`src/sv/sfd_pkg.sv`:
```
// Shared types and constants for the serial frame deframer.
`default_nettype none

package sfd_pkg;

    // Result fields are fixed by the output item.
    localparam int OUT_PAY  = 8;
    localparam int LANE_W   = 3;
    localparam int CNT_W    = 5;
    localparam int ADDR_W   = 4;
    localparam int DATA_W   = 32;

    // Register map, byte address 4*index.
    localparam logic [1:0] REG_HDR1    = 2'd0;
    localparam logic [1:0] REG_HDR2    = 2'd1;
    localparam logic [1:0] REG_LEN_MIN = 2'd2;
    localparam logic [1:0] REG_LEN_MAX = 2'd3;

    localparam logic [7:0] RST_HDR1    = 8'd170;
    localparam logic [7:0] RST_HDR2    = 8'd85;
    localparam logic [3:0] RST_LEN_MIN = 4'd2;
    localparam logic [3:0] RST_LEN_MAX = 4'd9;
    localparam logic [3:0] LEN_FLOOR   = 4'd2;

    typedef enum logic [2:0] {
        POS_HUNT,
        POS_HDR2,
        POS_LENH,
        POS_LENL,
        POS_DATA
    } t_pos;

    typedef struct packed {
        logic [7:0] hdr1;
        logic [7:0] hdr2;
        logic [3:0] len_min;
        logic [3:0] len_max;
    } t_cfg;

    // Frame completion, issued with the checksum byte.
    typedef struct packed {
        logic             valid;
        logic             sum_ok;
        logic [CNT_W-1:0] cnt;
        logic             slot;
    } t_emit;

    // Payload byte write into one lane RAM.
    typedef struct packed {
        logic              en;
        logic              slot;
        logic [LANE_W-1:0] lane;
        logic [7:0]        data;
    } t_wr;

endpackage

`default_nettype wire

```
`src/sv/sfd_if.sv`:
```
// Valid/ready channel interfaces for received bytes and frame results.
`default_nettype none

interface sfd_rx_if;
    logic       valid;
    logic       ready;
    logic [7:0] rx_byte;

    modport source (output valid, output rx_byte, input ready);
    modport sink   (input valid, input rx_byte, output ready);
endinterface

interface sfd_res_if;
    logic       valid;
    logic       ready;
    logic [3:0] payload_count;
    logic       sum_ok;
    logic [7:0] pay0;
    logic [7:0] pay1;
    logic [7:0] pay2;
    logic [7:0] pay3;
    logic [7:0] pay4;
    logic [7:0] pay5;
    logic [7:0] pay6;
    logic [7:0] pay7;

    modport source (output valid, output payload_count, output sum_ok,
                    output pay0, output pay1, output pay2, output pay3,
                    output pay4, output pay5, output pay6, output pay7,
                    input ready);
    modport sink   (input valid, input payload_count, input sum_ok,
                    input pay0, input pay1, input pay2, input pay3,
                    input pay4, input pay5, input pay6, input pay7,
                    output ready);
endinterface

`default_nettype wire

```
`src/sv/sfd_ram.sv`:
```
// Generic single-write, single-read RAM with registered read data.
`default_nettype none

module sfd_ram #(
    parameter int WIDTH = 8,
    parameter int DEPTH = 2
) (
    input  wire logic                                   i_clk,
    input  wire logic                                   i_we,
    input  wire logic [(DEPTH > 1 ? $clog2(DEPTH) : 1)-1:0] i_waddr,
    input  wire logic [WIDTH-1:0]                       i_wdata,
    input  wire logic                                   i_re,
    input  wire logic [(DEPTH > 1 ? $clog2(DEPTH) : 1)-1:0] i_raddr,
    output logic      [WIDTH-1:0]                       o_rdata
);

    logic [WIDTH-1:0] r_mem [DEPTH];
    logic [WIDTH-1:0] r_rdata;

    always_ff @(posedge i_clk) begin
        if (i_we) begin
            r_mem[i_waddr] <= i_wdata;
        end
        if (i_re) begin
            r_rdata <= r_mem[i_raddr];
        end
    end

    assign o_rdata = r_rdata;

endmodule

`default_nettype wire

```
`src/sv/sfd_regs.sv`:
```
// APB-style configuration registers of the deframer.
`default_nettype none

module sfd_regs (
    input  wire logic                       i_clk,
    input  wire logic                       i_rst_n,
    input  wire logic                       psel,
    input  wire logic                       penable,
    input  wire logic                       pwrite,
    input  wire logic [sfd_pkg::ADDR_W-1:0] paddr,
    input  wire logic [sfd_pkg::DATA_W-1:0] pwdata,
    output logic      [sfd_pkg::DATA_W-1:0] prdata,
    output logic                            pready,
    output sfd_pkg::t_cfg                   o_cfg
);

    sfd_pkg::t_cfg r_cfg;
    logic          w_wr;

    assign pready = 1'b1;
    assign w_wr   = psel && penable && pwrite && pready;

    always_ff @(posedge i_clk) begin
        if (!i_rst_n) begin
            r_cfg.hdr1    <= sfd_pkg::RST_HDR1;
            r_cfg.hdr2    <= sfd_pkg::RST_HDR2;
            r_cfg.len_min <= sfd_pkg::RST_LEN_MIN;
            r_cfg.len_max <= sfd_pkg::RST_LEN_MAX;
        end else if (w_wr) begin
            case (paddr[3:2])
                sfd_pkg::REG_HDR1:    r_cfg.hdr1    <= pwdata[7:0];
                sfd_pkg::REG_HDR2:    r_cfg.hdr2    <= pwdata[7:0];
                sfd_pkg::REG_LEN_MIN: r_cfg.len_min <= pwdata[3:0];
                sfd_pkg::REG_LEN_MAX: r_cfg.len_max <= pwdata[3:0];
                default: ;
            endcase
        end
    end

    always_comb begin
        case (paddr[3:2])
            sfd_pkg::REG_HDR1:    prdata = {24'd0, r_cfg.hdr1};
            sfd_pkg::REG_HDR2:    prdata = {24'd0, r_cfg.hdr2};
            sfd_pkg::REG_LEN_MIN: prdata = {28'd0, r_cfg.len_min};
            sfd_pkg::REG_LEN_MAX: prdata = {28'd0, r_cfg.len_max};
            default:              prdata = '0;
        endcase
    end

    assign o_cfg = r_cfg;

endmodule

`default_nettype wire

```
`src/sv/sfd_parser.sv`:
```
// Frame parser: header hunt, length check, checksum and payload lane writes.
`default_nettype none

module sfd_parser #(
    parameter int MAX_PAYLOAD = 8
) (
    input  wire logic          i_clk,
    input  wire logic          i_rst_n,
    input  wire sfd_pkg::t_cfg i_cfg,
    input  wire logic          i_take,
    input  wire logic [7:0]    i_byte,
    output sfd_pkg::t_emit     o_emit,
    output sfd_pkg::t_wr       o_wr
);

    localparam int LW     = $clog2(MAX_PAYLOAD + 2);
    localparam int CW     = $clog2(MAX_PAYLOAD + 1);
    localparam int HI_CAP = MAX_PAYLOAD + 1;

    sfd_pkg::t_pos r_pos, n_pos;
    logic [LW-1:0] r_left, n_left;
    logic [CW-1:0] r_cnt, n_cnt;
    logic [7:0]    r_len_hi, n_len_hi;
    logic [7:0]    r_sum, n_sum;
    logic          r_slot, n_slot;

    logic [3:0]    w_lo;
    logic [4:0]    w_hi;
    logic [LW-1:0] w_left_dec;
    logic          w_last;
    logic          w_bad_len;

    always_ff @(posedge i_clk) begin
        if (!i_rst_n) begin
            r_pos    <= sfd_pkg::POS_HUNT;
            r_left   <= '0;
            r_cnt    <= '0;
            r_len_hi <= '0;
            r_sum    <= '0;
            r_slot   <= 1'b0;
        end else begin
            r_pos    <= n_pos;
            r_left   <= n_left;
            r_cnt    <= n_cnt;
            r_len_hi <= n_len_hi;
            r_sum    <= n_sum;
            r_slot   <= n_slot;
        end
    end

    // effective length bounds: at least 2, at most MAX_PAYLOAD + 1
    assign w_lo = (i_cfg.len_min < sfd_pkg::LEN_FLOOR) ? sfd_pkg::LEN_FLOOR : i_cfg.len_min;
    assign w_hi = ({1'b0, i_cfg.len_max} > 5'(HI_CAP)) ? 5'(HI_CAP) : {1'b0, i_cfg.len_max};

    assign w_bad_len  = (r_len_hi != 8'd0) || (i_byte < {4'd0, w_lo})
                        || (i_byte > {3'd0, w_hi});
    assign w_left_dec = (r_left == '0) ? '0 : r_left - 1'b1;
    assign w_last     = (w_left_dec == '0) || (r_cnt >= CW'(MAX_PAYLOAD));

    always_comb begin
        n_pos    = r_pos;
        n_left   = r_left;
        n_cnt    = r_cnt;
        n_len_hi = r_len_hi;
        n_sum    = r_sum;
        n_slot   = r_slot;

        o_emit.valid  = 1'b0;
        o_emit.sum_ok = (i_byte == r_sum);
        o_emit.cnt    = sfd_pkg::CNT_W'(r_cnt);
        o_emit.slot   = r_slot;

        o_wr.en   = 1'b0;
        o_wr.slot = r_slot;
        o_wr.lane = sfd_pkg::LANE_W'(r_cnt);
        o_wr.data = i_byte;

        if (i_take) begin
            case (r_pos)
                sfd_pkg::POS_HUNT: begin
                    if (i_byte == i_cfg.hdr1) begin
                        n_pos = sfd_pkg::POS_HDR2;
                    end
                    n_left = '0;
                end
                sfd_pkg::POS_HDR2: begin
                    // a mismatching byte is not retried as a first header byte
                    n_pos = (i_byte == i_cfg.hdr2) ? sfd_pkg::POS_LENH : sfd_pkg::POS_HUNT;
                end
                sfd_pkg::POS_LENH: begin
                    n_len_hi = i_byte;
                    n_sum    = i_byte;
                    n_pos    = sfd_pkg::POS_LENL;
                end
                sfd_pkg::POS_LENL: begin
                    n_sum = r_sum + i_byte;
                    n_cnt = '0;
                    if (w_bad_len) begin
                        n_pos  = sfd_pkg::POS_HUNT;
                        n_left = '0;
                    end else begin
                        n_pos  = sfd_pkg::POS_DATA;
                        n_left = LW'(i_byte);
                    end
                end
                sfd_pkg::POS_DATA: begin
                    if (w_last) begin
                        o_emit.valid = 1'b1;
                        n_pos        = sfd_pkg::POS_HUNT;
                        n_left       = '0;
                        n_slot       = ~r_slot;
                    end else begin
                        o_wr.en = (5'(r_cnt) < 5'(sfd_pkg::OUT_PAY));
                        n_sum   = r_sum + i_byte;
                        n_cnt   = r_cnt + 1'b1;
                        n_left  = w_left_dec;
                    end
                end
                default: begin
                    n_pos = sfd_pkg::POS_HUNT;
                end
            endcase
        end
    end

endmodule

`default_nettype wire

```
`src/sv/serial_frame_deframer_sum8.sv`:
```
// Top level of the header/length/checksum serial deframer with sum-8 check.
//
//  channel  | dir | handshake            | payload
//  ---------+-----+----------------------+------------------------------------
//  i_rx     | in  | valid/ready          | rx_byte[7:0]
//  o_res    | out | valid/ready          | payload_count, sum_ok, pay0..pay7
//  apb      | in  | psel/penable, pready | paddr[3:0], pwdata/prdata[31:0]
//
//  One byte item per cycle while i_rx.ready is high. The parser state
//  update is the only loop; payload bytes go into per-lane RAMs.
//  A result passes from its checksum byte through the lane RAM read into
//  the holding stage, then into the output register.
//  i_rx.ready drops only while a read result waits in the holding stage and
//  the output register is full and stalled.
//  Reset (sync, active low) clears parser state, config and valid bits; the
//  lane RAMs are not cleared, no sweep after reset.
`default_nettype none

module serial_frame_deframer_sum8 #(
    parameter int MAX_PAYLOAD = 8
) (
    input  wire logic                       i_clk,
    input  wire logic                       i_rst_n,
    sfd_rx_if.sink                          i_rx,
    sfd_res_if.source                       o_res,
    input  wire logic                       psel,
    input  wire logic                       penable,
    input  wire logic                       pwrite,
    input  wire logic [sfd_pkg::ADDR_W-1:0] paddr,
    input  wire logic [sfd_pkg::DATA_W-1:0] pwdata,
    output logic      [sfd_pkg::DATA_W-1:0] prdata,
    output logic                            pready
);

    // lanes actually backed by storage; output has at most OUT_PAY fields
    localparam int NL = (MAX_PAYLOAD < sfd_pkg::OUT_PAY) ? MAX_PAYLOAD : sfd_pkg::OUT_PAY;

    sfd_pkg::t_cfg  w_cfg;
    sfd_pkg::t_emit w_emit;
    sfd_pkg::t_wr   w_wr;
    logic           w_take;
    logic           w_out_free;
    logic           w_s1_move;
    logic [7:0]     w_rdata [sfd_pkg::OUT_PAY];
    logic [7:0]     w_pay   [sfd_pkg::OUT_PAY];

    // holding stage: result waiting for lane RAM read data
    logic                      r_s1_valid;
    logic                      r_s1_ok;
    logic [sfd_pkg::CNT_W-1:0] r_s1_cnt;

    // output register
    logic                      r_o_valid;
    logic                      r_o_ok;
    logic [sfd_pkg::CNT_W-1:0] r_o_cnt;
    logic [7:0]                r_o_pay [sfd_pkg::OUT_PAY];

    sfd_regs u_regs (
        .i_clk   (i_clk),
        .i_rst_n (i_rst_n),
        .psel    (psel),
        .penable (penable),
        .pwrite  (pwrite),
        .paddr   (paddr),
        .pwdata  (pwdata),
        .prdata  (prdata),
        .pready  (pready),
        .o_cfg   (w_cfg)
    );

    assign w_out_free = !r_o_valid || o_res.ready;
    assign w_s1_move  = r_s1_valid && w_out_free;
    assign i_rx.ready = !r_s1_valid || w_out_free;
    assign w_take     = i_rx.valid && i_rx.ready;

    sfd_parser #(
        .MAX_PAYLOAD (MAX_PAYLOAD)
    ) u_parser (
        .i_clk   (i_clk),
        .i_rst_n (i_rst_n),
        .i_cfg   (w_cfg),
        .i_take  (w_take),
        .i_byte  (i_rx.rx_byte),
        .o_emit  (w_emit),
        .o_wr    (w_wr)
    );

    // One byte-wide RAM per stored payload lane (k < NL), two frame slots each;
    // the slot flips at every completed frame so the next frame never hits
    // the one being read.
    for (genvar k = 0; k < sfd_pkg::OUT_PAY; k++) begin : g_lane
        if (k < NL) begin : g_ram
            sfd_ram #(
                .WIDTH (8),
                .DEPTH (2)
            ) u_ram (
                .i_clk   (i_clk),
                .i_we    (w_wr.en && (w_wr.lane == sfd_pkg::LANE_W'(k))),
                .i_waddr (w_wr.slot),
                .i_wdata (w_wr.data),
                .i_re    (w_take && w_emit.valid),
                .i_raddr (w_emit.slot),
                .o_rdata (w_rdata[k])
            );
        end else begin : g_none
            assign w_rdata[k] = 8'd0;
        end
        // bytes past the count read as zero
        assign w_pay[k] = (5'(k) < r_s1_cnt) ? w_rdata[k] : 8'd0;
    end

    always_ff @(posedge i_clk) begin
        if (!i_rst_n) begin
            r_s1_valid <= 1'b0;
        end else if (w_take && w_emit.valid) begin
            r_s1_valid <= 1'b1;
        end else if (w_s1_move) begin
            r_s1_valid <= 1'b0;
        end
    end

    always_ff @(posedge i_clk) begin
        if (w_take && w_emit.valid) begin
            r_s1_ok  <= w_emit.sum_ok;
            r_s1_cnt <= w_emit.cnt;
        end
    end

    always_ff @(posedge i_clk) begin
        if (!i_rst_n) begin
            r_o_valid <= 1'b0;
        end else if (w_s1_move) begin
            r_o_valid <= 1'b1;
        end else if (o_res.ready) begin
            r_o_valid <= 1'b0;
        end
    end

    always_ff @(posedge i_clk) begin
        if (w_s1_move) begin
            r_o_ok  <= r_s1_ok;
            r_o_cnt <= r_s1_cnt;
            for (int k = 0; k < sfd_pkg::OUT_PAY; k++) begin
                r_o_pay[k] <= w_pay[k];
            end
        end
    end

    assign o_res.valid         = r_o_valid;
    assign o_res.payload_count = r_o_cnt[3:0];
    assign o_res.sum_ok        = r_o_ok;
    assign o_res.pay0          = r_o_pay[0];
    assign o_res.pay1          = r_o_pay[1];
    assign o_res.pay2          = r_o_pay[2];
    assign o_res.pay3          = r_o_pay[3];
    assign o_res.pay4          = r_o_pay[4];
    assign o_res.pay5          = r_o_pay[5];
    assign o_res.pay6          = r_o_pay[6];
    assign o_res.pay7          = r_o_pay[7];

`ifndef SYNTHESIS
    // a completed frame always lands in the holding stage
    a_emit_held: assert property (@(posedge i_clk) disable iff (!i_rst_n)
        w_take && w_emit.valid |=> r_s1_valid)
        else $error("completed frame not captured");

    // a stalled holding stage keeps its result
    a_s1_hold: assert property (@(posedge i_clk) disable iff (!i_rst_n)
        r_s1_valid && !w_out_free |=> r_s1_valid && $stable(r_s1_cnt) && $stable(r_s1_ok))
        else $error("holding stage lost its result");

    // every frame carries at least one payload byte
    a_cnt_nonzero: assert property (@(posedge i_clk) disable iff (!i_rst_n)
        r_o_valid |-> r_o_cnt != '0)
        else $error("result with empty payload");
`endif

endmodule

`default_nettype wire
```
`src/flat_wrapper.sv`:
```
// flat-port wrapper written by rule: the top's interface ports become plain ports
module serial_frame_deframer_sum8_flat 
#(
    parameter int MAX_PAYLOAD = 8
)
  (i_clk, i_rst_n, psel, penable, pwrite, paddr, pwdata, prdata, pready, i_rx_valid, i_rx_rx_byte, i_rx_ready, o_res_valid, o_res_payload_count, o_res_sum_ok, o_res_pay0, o_res_pay1, o_res_pay2, o_res_pay3, o_res_pay4, o_res_pay5, o_res_pay6, o_res_pay7, o_res_ready);
  sfd_rx_if i_rx_i ();
  sfd_res_if o_res_i ();
  input  wire logic i_clk;
  input  wire logic i_rst_n;
  input  wire logic psel;
  input  wire logic penable;
  input  wire logic pwrite;
  input  wire logic [sfd_pkg::ADDR_W-1:0] paddr;
  input  wire logic [sfd_pkg::DATA_W-1:0] pwdata;
  output logic      [sfd_pkg::DATA_W-1:0] prdata;
  output logic pready;
  input wire logic [$bits(i_rx_i.valid)-1:0] i_rx_valid;
  input wire logic [$bits(i_rx_i.rx_byte)-1:0] i_rx_rx_byte;
  output wire logic [$bits(i_rx_i.ready)-1:0] i_rx_ready;
  output wire logic [$bits(o_res_i.valid)-1:0] o_res_valid;
  output wire logic [$bits(o_res_i.payload_count)-1:0] o_res_payload_count;
  output wire logic [$bits(o_res_i.sum_ok)-1:0] o_res_sum_ok;
  output wire logic [$bits(o_res_i.pay0)-1:0] o_res_pay0;
  output wire logic [$bits(o_res_i.pay1)-1:0] o_res_pay1;
  output wire logic [$bits(o_res_i.pay2)-1:0] o_res_pay2;
  output wire logic [$bits(o_res_i.pay3)-1:0] o_res_pay3;
  output wire logic [$bits(o_res_i.pay4)-1:0] o_res_pay4;
  output wire logic [$bits(o_res_i.pay5)-1:0] o_res_pay5;
  output wire logic [$bits(o_res_i.pay6)-1:0] o_res_pay6;
  output wire logic [$bits(o_res_i.pay7)-1:0] o_res_pay7;
  input wire logic [$bits(o_res_i.ready)-1:0] o_res_ready;
  assign i_rx_i.valid = i_rx_valid;
  assign i_rx_i.rx_byte = i_rx_rx_byte;
  assign i_rx_ready = i_rx_i.ready;
  assign o_res_valid = o_res_i.valid;
  assign o_res_payload_count = o_res_i.payload_count;
  assign o_res_sum_ok = o_res_i.sum_ok;
  assign o_res_pay0 = o_res_i.pay0;
  assign o_res_pay1 = o_res_i.pay1;
  assign o_res_pay2 = o_res_i.pay2;
  assign o_res_pay3 = o_res_i.pay3;
  assign o_res_pay4 = o_res_i.pay4;
  assign o_res_pay5 = o_res_i.pay5;
  assign o_res_pay6 = o_res_i.pay6;
  assign o_res_pay7 = o_res_i.pay7;
  assign o_res_i.ready = o_res_ready;
  serial_frame_deframer_sum8 #(.MAX_PAYLOAD(MAX_PAYLOAD)) u_core (.i_clk(i_clk), .i_rst_n(i_rst_n), .i_rx(i_rx_i), .o_res(o_res_i), .psel(psel), .penable(penable), .pwrite(pwrite), .paddr(paddr), .pwdata(pwdata), .prdata(prdata), .pready(pready));
endmodule
```
`config.mk`:
```
export PLATFORM = sky130hd
export DESIGN_NAME = serial_frame_deframer_sum8_flat
export DESIGN_NICKNAME = d
export VERILOG_FILES = /design/src/sv/sfd_pkg.sv /design/src/sv/sfd_if.sv /design/src/sv/sfd_ram.sv /design/src/sv/sfd_regs.sv /design/src/sv/sfd_parser.sv /design/src/sv/serial_frame_deframer_sum8.sv /design/src/flat_wrapper.sv
export SDC_FILE = /design/constraint.sdc
export NUM_CORES = 1
export LEC_CHECK = 0
export ABC_AREA = 1
export BUFFER_PORTS_ARGS = -buffer_cell sky130_fd_sc_hd__buf_2
export CAP_MARGIN = 20
export CORE_MARGIN = 2
export CORE_UTILIZATION = 60
export CTS_BUF_LIST = sky130_fd_sc_hd__clkbuf_2
export DETAILED_ROUTE_END_ITERATION = 8
export PLACE_DENSITY = 0.83
export SLEW_MARGIN = 15
export SYNTH_ARGS = -nofsm -noshare
export SYNTH_HDL_FRONTEND = slang
export SYNTH_SLANG_ARGS = --single-unit
```
`constraint.sdc`:
```
create_clock -name i_clk -period 5.85 [get_ports i_clk]
set_input_delay 0.585 -clock i_clk [delete_from_list [all_inputs] [get_ports i_clk]]
set_output_delay 0.585 -clock i_clk [all_outputs]
set_load 0.1 [all_outputs]
```
== Yosys cells after proc, flatten, opt, wreduce, memory -nomap -nowiden ==
Memories as Yosys holds them, arrays and structs flattened. A register that Yosys moved wholly into a read port is not among the register bits.
Cells that the tools add are included.

* Memories: 9
* Bits in writable memories: 192
* Register bits after elaboration: 64
* Logic and storage cells: 156

{| class="wikitable"
|+ Memory list
! memory !! depth !! width !! read ports !! clocked after memory_dff !! write ports !! line !! text
|-
| u_core.r_o_pay || 8 || 8 || 8 || 0 || 8 || serial_frame_deframer_sum8.sv:56 || <nowiki>logic [7:0] r_o_pay [sfd_pkg::OUT_PAY];</nowiki>
|-
| u_core.g_lane[0].g_ram.u_ram.r_mem || 2 || 8 || 1 || 1 || 1 || sfd_ram.sv:17 || <nowiki>logic [WIDTH-1:0] r_mem [DEPTH];</nowiki>
|-
| u_core.g_lane[1].g_ram.u_ram.r_mem || 2 || 8 || 1 || 1 || 1 || sfd_ram.sv:17 ||
|-
| u_core.g_lane[2].g_ram.u_ram.r_mem || 2 || 8 || 1 || 1 || 1 || sfd_ram.sv:17 ||
|-
| u_core.g_lane[3].g_ram.u_ram.r_mem || 2 || 8 || 1 || 1 || 1 || sfd_ram.sv:17 ||
|-
| u_core.g_lane[4].g_ram.u_ram.r_mem || 2 || 8 || 1 || 1 || 1 || sfd_ram.sv:17 ||
|-
| 3 more memories || - || - || - || - || - || - ||
|}

* $add $sub $neg: 3
* Magnitude comparators: 14
* Eq/ne operators: 20
* Reductions and logical operators: 41
* Mux-type cells: 52
* Bitwise gates (word level): 1

{| class="wikitable"
|+ Operators with widths
! kind !! count
|-
| 32-bit one-hot mux with 4 select lines || 1
|-
| 8-bit 2-to-1 mux || 9
|-
| 1-bit 2-to-1 mux || 28
|-
| 8-bit == test || 3
|-
| 4-bit 2-to-1 mux || 6
|-
| 8-bit one-hot mux with 3 select lines || 1
|-
| 3-bit by 4-bit < comparator with 1-bit output, first input constant || 4
|-
| 3-bit == test, second input constant || 5
|-
| 3-bit one-hot mux with 5 select lines || 1
|-
| 1-bit logical AND || 13
|-
| 3-bit by 2-bit == test with 1-bit output, second input constant || 4
|-
| 4-bit one-hot mux with 3 select lines || 1
|-
| 2-bit AND reduction || 6
|-
| 3-bit AND reduction || 4
|-
| 3-bit 2-to-1 mux || 3
|-
| 8-bit adder || 1
|-
| 8-bit by 4-bit > comparator with 1-bit output || 1
|-
| 4-bit zero test || 2
|-
| 1-bit by 4-bit < comparator with 1-bit output, first input constant || 2
|-
| 2-bit by 4-bit < comparator with 1-bit output, first input constant || 2
|-
| 8-bit by 4-bit < comparator with 1-bit output || 1
|-
| 4-bit one-hot mux with 2 select lines || 1
|-
| 8-bit nonzero test || 1
|-
| 3-bit by 1-bit == test with 1-bit output, second input constant || 2
|-
| other kinds (17) || 29
|}

== Depth between registers and ports, before layout ==
* Depth after elaboration: 10
* Depth in mapped cells: 13
* Mapped depth without buffers: 13

== By module ==
From an unflattened synthesis, not the netlist that was laid out.

* Cell total of the unflattened synthesis: 1226
* Area, all modules: 13291.5 um^2

{| class="wikitable"
|+ By module, submodules not included
! module !! times used !! cells each !! area an instance (um^2)
|-
| sfd_ram || 8 || 54 || 840.8
|-
| serial_frame_deframer_sum8 || 1 || 255 || 2990.4
|-
| sfd_parser || 1 || 345 || 2240.9
|-
| sfd_regs || 1 || 194 || 1333.8
|}

== Least setup slack after synthesis ==
OpenSTA, ideal clock, no wires.

* Path type: reg2reg
* Start point: register u_core.r_o_valid, in the netlist u_core.o_res.valid
* End point: register u_core.u_parser.r_slot
* Data required time: 5.717 ns
* Path slack: 0.721 ns
* Setup time: 0.133 ns
* Cell stages (with the launch flop): 7
* Arrival: 4.996 ns
* Path through: dfxtp_1 -> nand3_2 -> nand2_2 -> nor2_1 -> inv_1 -> o21ai_1 -> a21oi_1

* Word-level cells in the longest chain between the ends: 5

{| class="wikitable"
|+ Ends and longest elaborated chain
! item !! line !! text
|-
| from (decl) || serial_frame_deframer_sum8.sv:53 || <nowiki>logic r_o_valid;</nowiki>
|-
| from (signal assigned) || serial_frame_deframer_sum8.sv:131 || <nowiki>r_o_valid <= 1'b0;</nowiki>
|-
| from (signal assigned) || serial_frame_deframer_sum8.sv:133 || <nowiki>r_o_valid <= 1'b1;</nowiki>
|-
| from (signal assigned) || serial_frame_deframer_sum8.sv:135 || <nowiki>r_o_valid <= 1'b0;</nowiki>
|-
| 1-bit zero test || serial_frame_deframer_sum8.sv:71 || <nowiki>assign w_out_free = !r_o_valid || o_res.ready;</nowiki>
|-
| 1-bit logical OR || serial_frame_deframer_sum8.sv:71 ||
|-
| 1-bit logical OR || serial_frame_deframer_sum8.sv:73 || <nowiki>assign i_rx.ready = !r_s1_valid || w_out_free;</nowiki>
|-
| via i_rx_ready || flat_wrapper.sv:20 || <nowiki>output wire logic [$bits(i_rx_i.ready)-1:0] i_rx_ready;</nowiki>
|-
| 1-bit logical AND || serial_frame_deframer_sum8.sv:74 || <nowiki>assign w_take = i_rx.valid && i_rx.ready;</nowiki>
|-
| 3-bit AND reduction (no source line) || - ||
|-
| to (signal assigned) || sfd_parser.sv:47 || <nowiki>r_slot <= n_slot;</nowiki>
|-
| to (decl) || sfd_parser.sv:25 || <nowiki>logic r_slot, n_slot;</nowiki>
|}

The timed path passes the listed nets, and every way through them passes these cells.
A chain may end at the register's enable or synchronous reset.

== Final worst setup path ==
* Start point: register u_core.u_parser.r_pos[1]
* End point: register u_core.g_lane[4].g_ram.u_ram.r_rdata[5] (read register of u_core.g_lane[4].g_ram.u_ram.r_mem) (enable)

* Word-level cells in the longest chain between the ends: 4

{| class="wikitable"
|+ Ends and longest elaborated chain
! item !! line !! text
|-
| from (decl) || sfd_parser.sv:20 || <nowiki>sfd_pkg::t_pos r_pos, n_pos;</nowiki>
|-
| from (signal assigned) || sfd_parser.sv:35 || <nowiki>r_pos <= sfd_pkg::POS_HUNT;</nowiki>
|-
| from (signal assigned) || sfd_parser.sv:42 || <nowiki>r_pos <= n_pos;</nowiki>
|-
| 3-bit == test || sfd_parser.sv:79 || <nowiki>case (r_pos)</nowiki>
|-
| 1-bit 2-to-1 mux || sfd_parser.sv:79 ||
|-
| 1-bit 2-to-1 mux || sfd_parser.sv:78 || <nowiki>if (i_take) begin</nowiki>
|-
| 1-bit logical AND || - ||
|-
| via u_core.g_lane[0].g_ram.u_ram.i_re || sfd_ram.sv:12 || <nowiki>input wire logic i_re,</nowiki>
|-
| to (decl) || sfd_ram.sv:18 || <nowiki>logic [WIDTH-1:0] r_rdata;</nowiki>
|}

The timed path passes the listed nets, and every way through them passes these cells.

==> metrics.txt <==
status complete, no violations; worst hold path class input pin to flop; vias in the first global route about 8000; RR Endpoint u_core.g_lane[4].g_ram.u_ram.o_rdata[5]; GPL Wtd Cong 0.888; core box area roughly 21000 um^2; area of the multi-input gates approximately 3100 um^2; Post-CTS Setup Inserts 0; first-pass GRT wire length about 37 mm; routed len/inst approximately 14 um; Final Hold Viols 0; area of placed instances 13600 um^2; total grt overflow 0; most frequent cells in the layout nand2_1, edfxtp_1, inv_1; antenna violations before repair 2; Post-synth EDFFs ~270; Pleak ~6 nW; Worst EP arrival between 3000 and 4000 ps; Final Cycle Share 0.452; worst setup path startpoint u_core.u_parser.r_pos[1]; final core occ 0.681; number of synthesis warnings 0; initial DRC count 650; CTS sink count 320; Critical Path Sink u_core.g_lane[4].g_ram.u_ram.o_rdata[5]; wirelength, routed 23.0 mm; All-Layer GR Usage 0.210; Initial Utilization 0.611; Setup crit start kind flop; pwr/cell area 357 nW/um^2; Vias/cell about 5.0; Setup TNS 0 ps; row count 53; ys flop type edfxtp_1; ANT nets after route 0; Mapped Area approximately 13000 um^2; Setup Skew 68.0 ps; min Tclk post-route between 2000 and 3000 ps; Final Non-Filler Cells 1635; Pre-antenna DRT Iters 5; Req. time, crit path about 6300 ps; Max Root-Sink Buffers 3; Max VDD drop between 0.0001 and 0.00015 V; Crit. End Element flop; Port Buffers 103; chip height 150 um; FMAX 378 MHz; total CTS buffers 75; Distinct cells, synth 40; Final Power 5.10 mW; unrepaired setup endpoints after global routing false; Nets 1379; worst-path fanout max 47; final instance area roughly 14000 um^2; Post-Place Cells between 1000 and 1500; syn avg cell area 11.3 um^2; max-slew violation count 0; number of synthesized register bits 320; clock root cell clkbuf_2; total die area between 20000 and 25000 um^2; Slew headroom 0.390; ys async rst share 0; DR DRC count 0; Top Ports 155; htree depth 3; clock latency at the later pin of the worst-skew pair around 840 ps; share of cells above drive strength 1 0.187; commonest non-fill, non-tap cell in the layout nand2_1; Seq/Total Area, Yosys 0.706; Syn Inst Count 1140; R2R Setup Slk about 3200 ps; fillers 1507; r2r worst-path depth 6; pin count of the biggest net entering global routing 73; CTS clk-pin slew, worst paths 100 ps; CTS tree yes; P&R area growth vs syn 11.4%; FF-to-FF Start u_core.u_parser.r_pos[1]; DR vias 8219; register cell area after layout 9070 um^2; Max-Cap Viols 0; Worst Tran Pin Value 908 ps; final setup vio count 0; DP Wirelength 14.5 mm; die width about 150 um; CP Class flop to flop
## kinds of logic after synthesis
| logic type | count (synthesis) | synth area share |
|---|---|---|
| xor+xnor | 14 | 0.00954 |
| flops | 320 | 0.706 |
| simple gates | 483 | 0.152 |
| compound gates | 108 | 0.0478 |
| other cells | 2 | 0.000584 |
| buf+inv | 192 | 0.0638 |
| fa+ha+maj | 21 | 0.0210 |
## synth_stat cells (4+ instances only)
cell type | instances | share of area
o211ai_1 | 7 | 0.0041
nor2_1 | 116 | 0.034
nor3_1 | 8 | 0.0031
xnor2_1 | 6 | 0.0041
nand4_1 | 4 | 0.0019
a21oi_1 | 44 | 0.017
buf_1 | 5 | 0.0015
ha_1 | 20 | 0.019
o22ai_1 | 4 | 0.0019
nand2_1 | 305 | 0.089
dfxtp_1 | 54 | 0.084
nor2_2 | 7 | 0.0034
edfxtp_1 | 266 | 0.62
o21ai_0 | 36 | 0.014
buf_2 | 4 | 0.0016
xor2_1 | 8 | 0.0055
nand3_1 | 32 | 0.012
buf_4 | 25 | 0.015
inv_2 | 8 | 0.0023
clkbuf_1 | 16 | 0.0047
inv_1 | 132 | 0.039
## flip-flops by register name, indices dropped and copies added (netlist names)
register and count:
u_core.r_s1_cnt 4, u_core.r_s1_valid 1, u_core.r_s1_ok 1, u_core.u_parser.r_left 4
u_core.u_regs.o_cfg 24, u_core.u_parser.r_slot 1, u_core.r_o_pay 64, u_core.o_res.sum_ok 1
u_core.g_lane.g_ram.u_ram.o_rdata 64, u_core.u_parser.r_len_hi 8, u_core.u_parser.r_sum 8, u_core.u_parser.r_pos 3
u_core.g_lane.g_ram.u_ram.r_mem 128, u_core.r_o_cnt 4, u_core.u_parser.r_cnt 4, u_core.o_res.valid 1
## metrics by stage
stage / setup WS, ps / hold slack [ps]
floorplan: 721 / 400
global placement: 3250 / 426
detailed placement: 3180 / 438
CTS: 3180 / 49.7
global route: 2990 / 62.8
finish: 3210 / 105
## per-layer routing
layer	share of wire	vias to the layer above	global-route usage	routed length, um
li1	-	4108	-	-
met4	0.023	2	0.0920	518
met3	0.071	44	0.0479	1620
met2	0.51	296	0.361	11600
met1	0.40	3769	0.255	9210
met5	0.00030	-	0	7
## critical path, stage by stage (launching register included)
cell     delay, ps
dfxtp_1        340
inv_2          100
nand3_2        160
nor2_1         290
inv_1          130
nor2_4         590
buf_4          610
## power by group
group          switching, mW  internal (mW)
Sequential            0.0647           2.67
Clock                  0.800          0.531
Combinational          0.819          0.221
Total                   1.68           3.42
## layout make-up
type                    count  area share
clock inverters            23     0.00839
clock buffers             106      0.0371
well taps                 275      0.0240
inverters                 142      0.0372
flip-flops and latches    320       0.634
repair buffers            117      0.0444
diodes                      1    0.000175
multi-input cells         651       0.215
## timing repair
action,CTS,global route
hold buffers,8,0
resized for setup,0,0
hold endpoints to repair,13,0
## worst min path at each step
stage                    from                  end  slack, ps  depth (start not counted)
2_1_floorplan  u_core.r_s1_ok  u_core.o_res.sum_ok        400                          0
3_3_place_gp   u_core.r_s1_ok  u_core.o_res.sum_ok        430                          0
3_5_place_dp   u_core.r_s1_ok  u_core.o_res.sum_ok        440                          0
4_1_cts           o_res_ready   u_core.o_res.valid         50                          4
5_1_grt           o_res_ready   u_core.o_res.valid         60                          4
6_report          o_res_ready   u_core.o_res.valid        110                          4
Power figures use the tool's default switching activity.
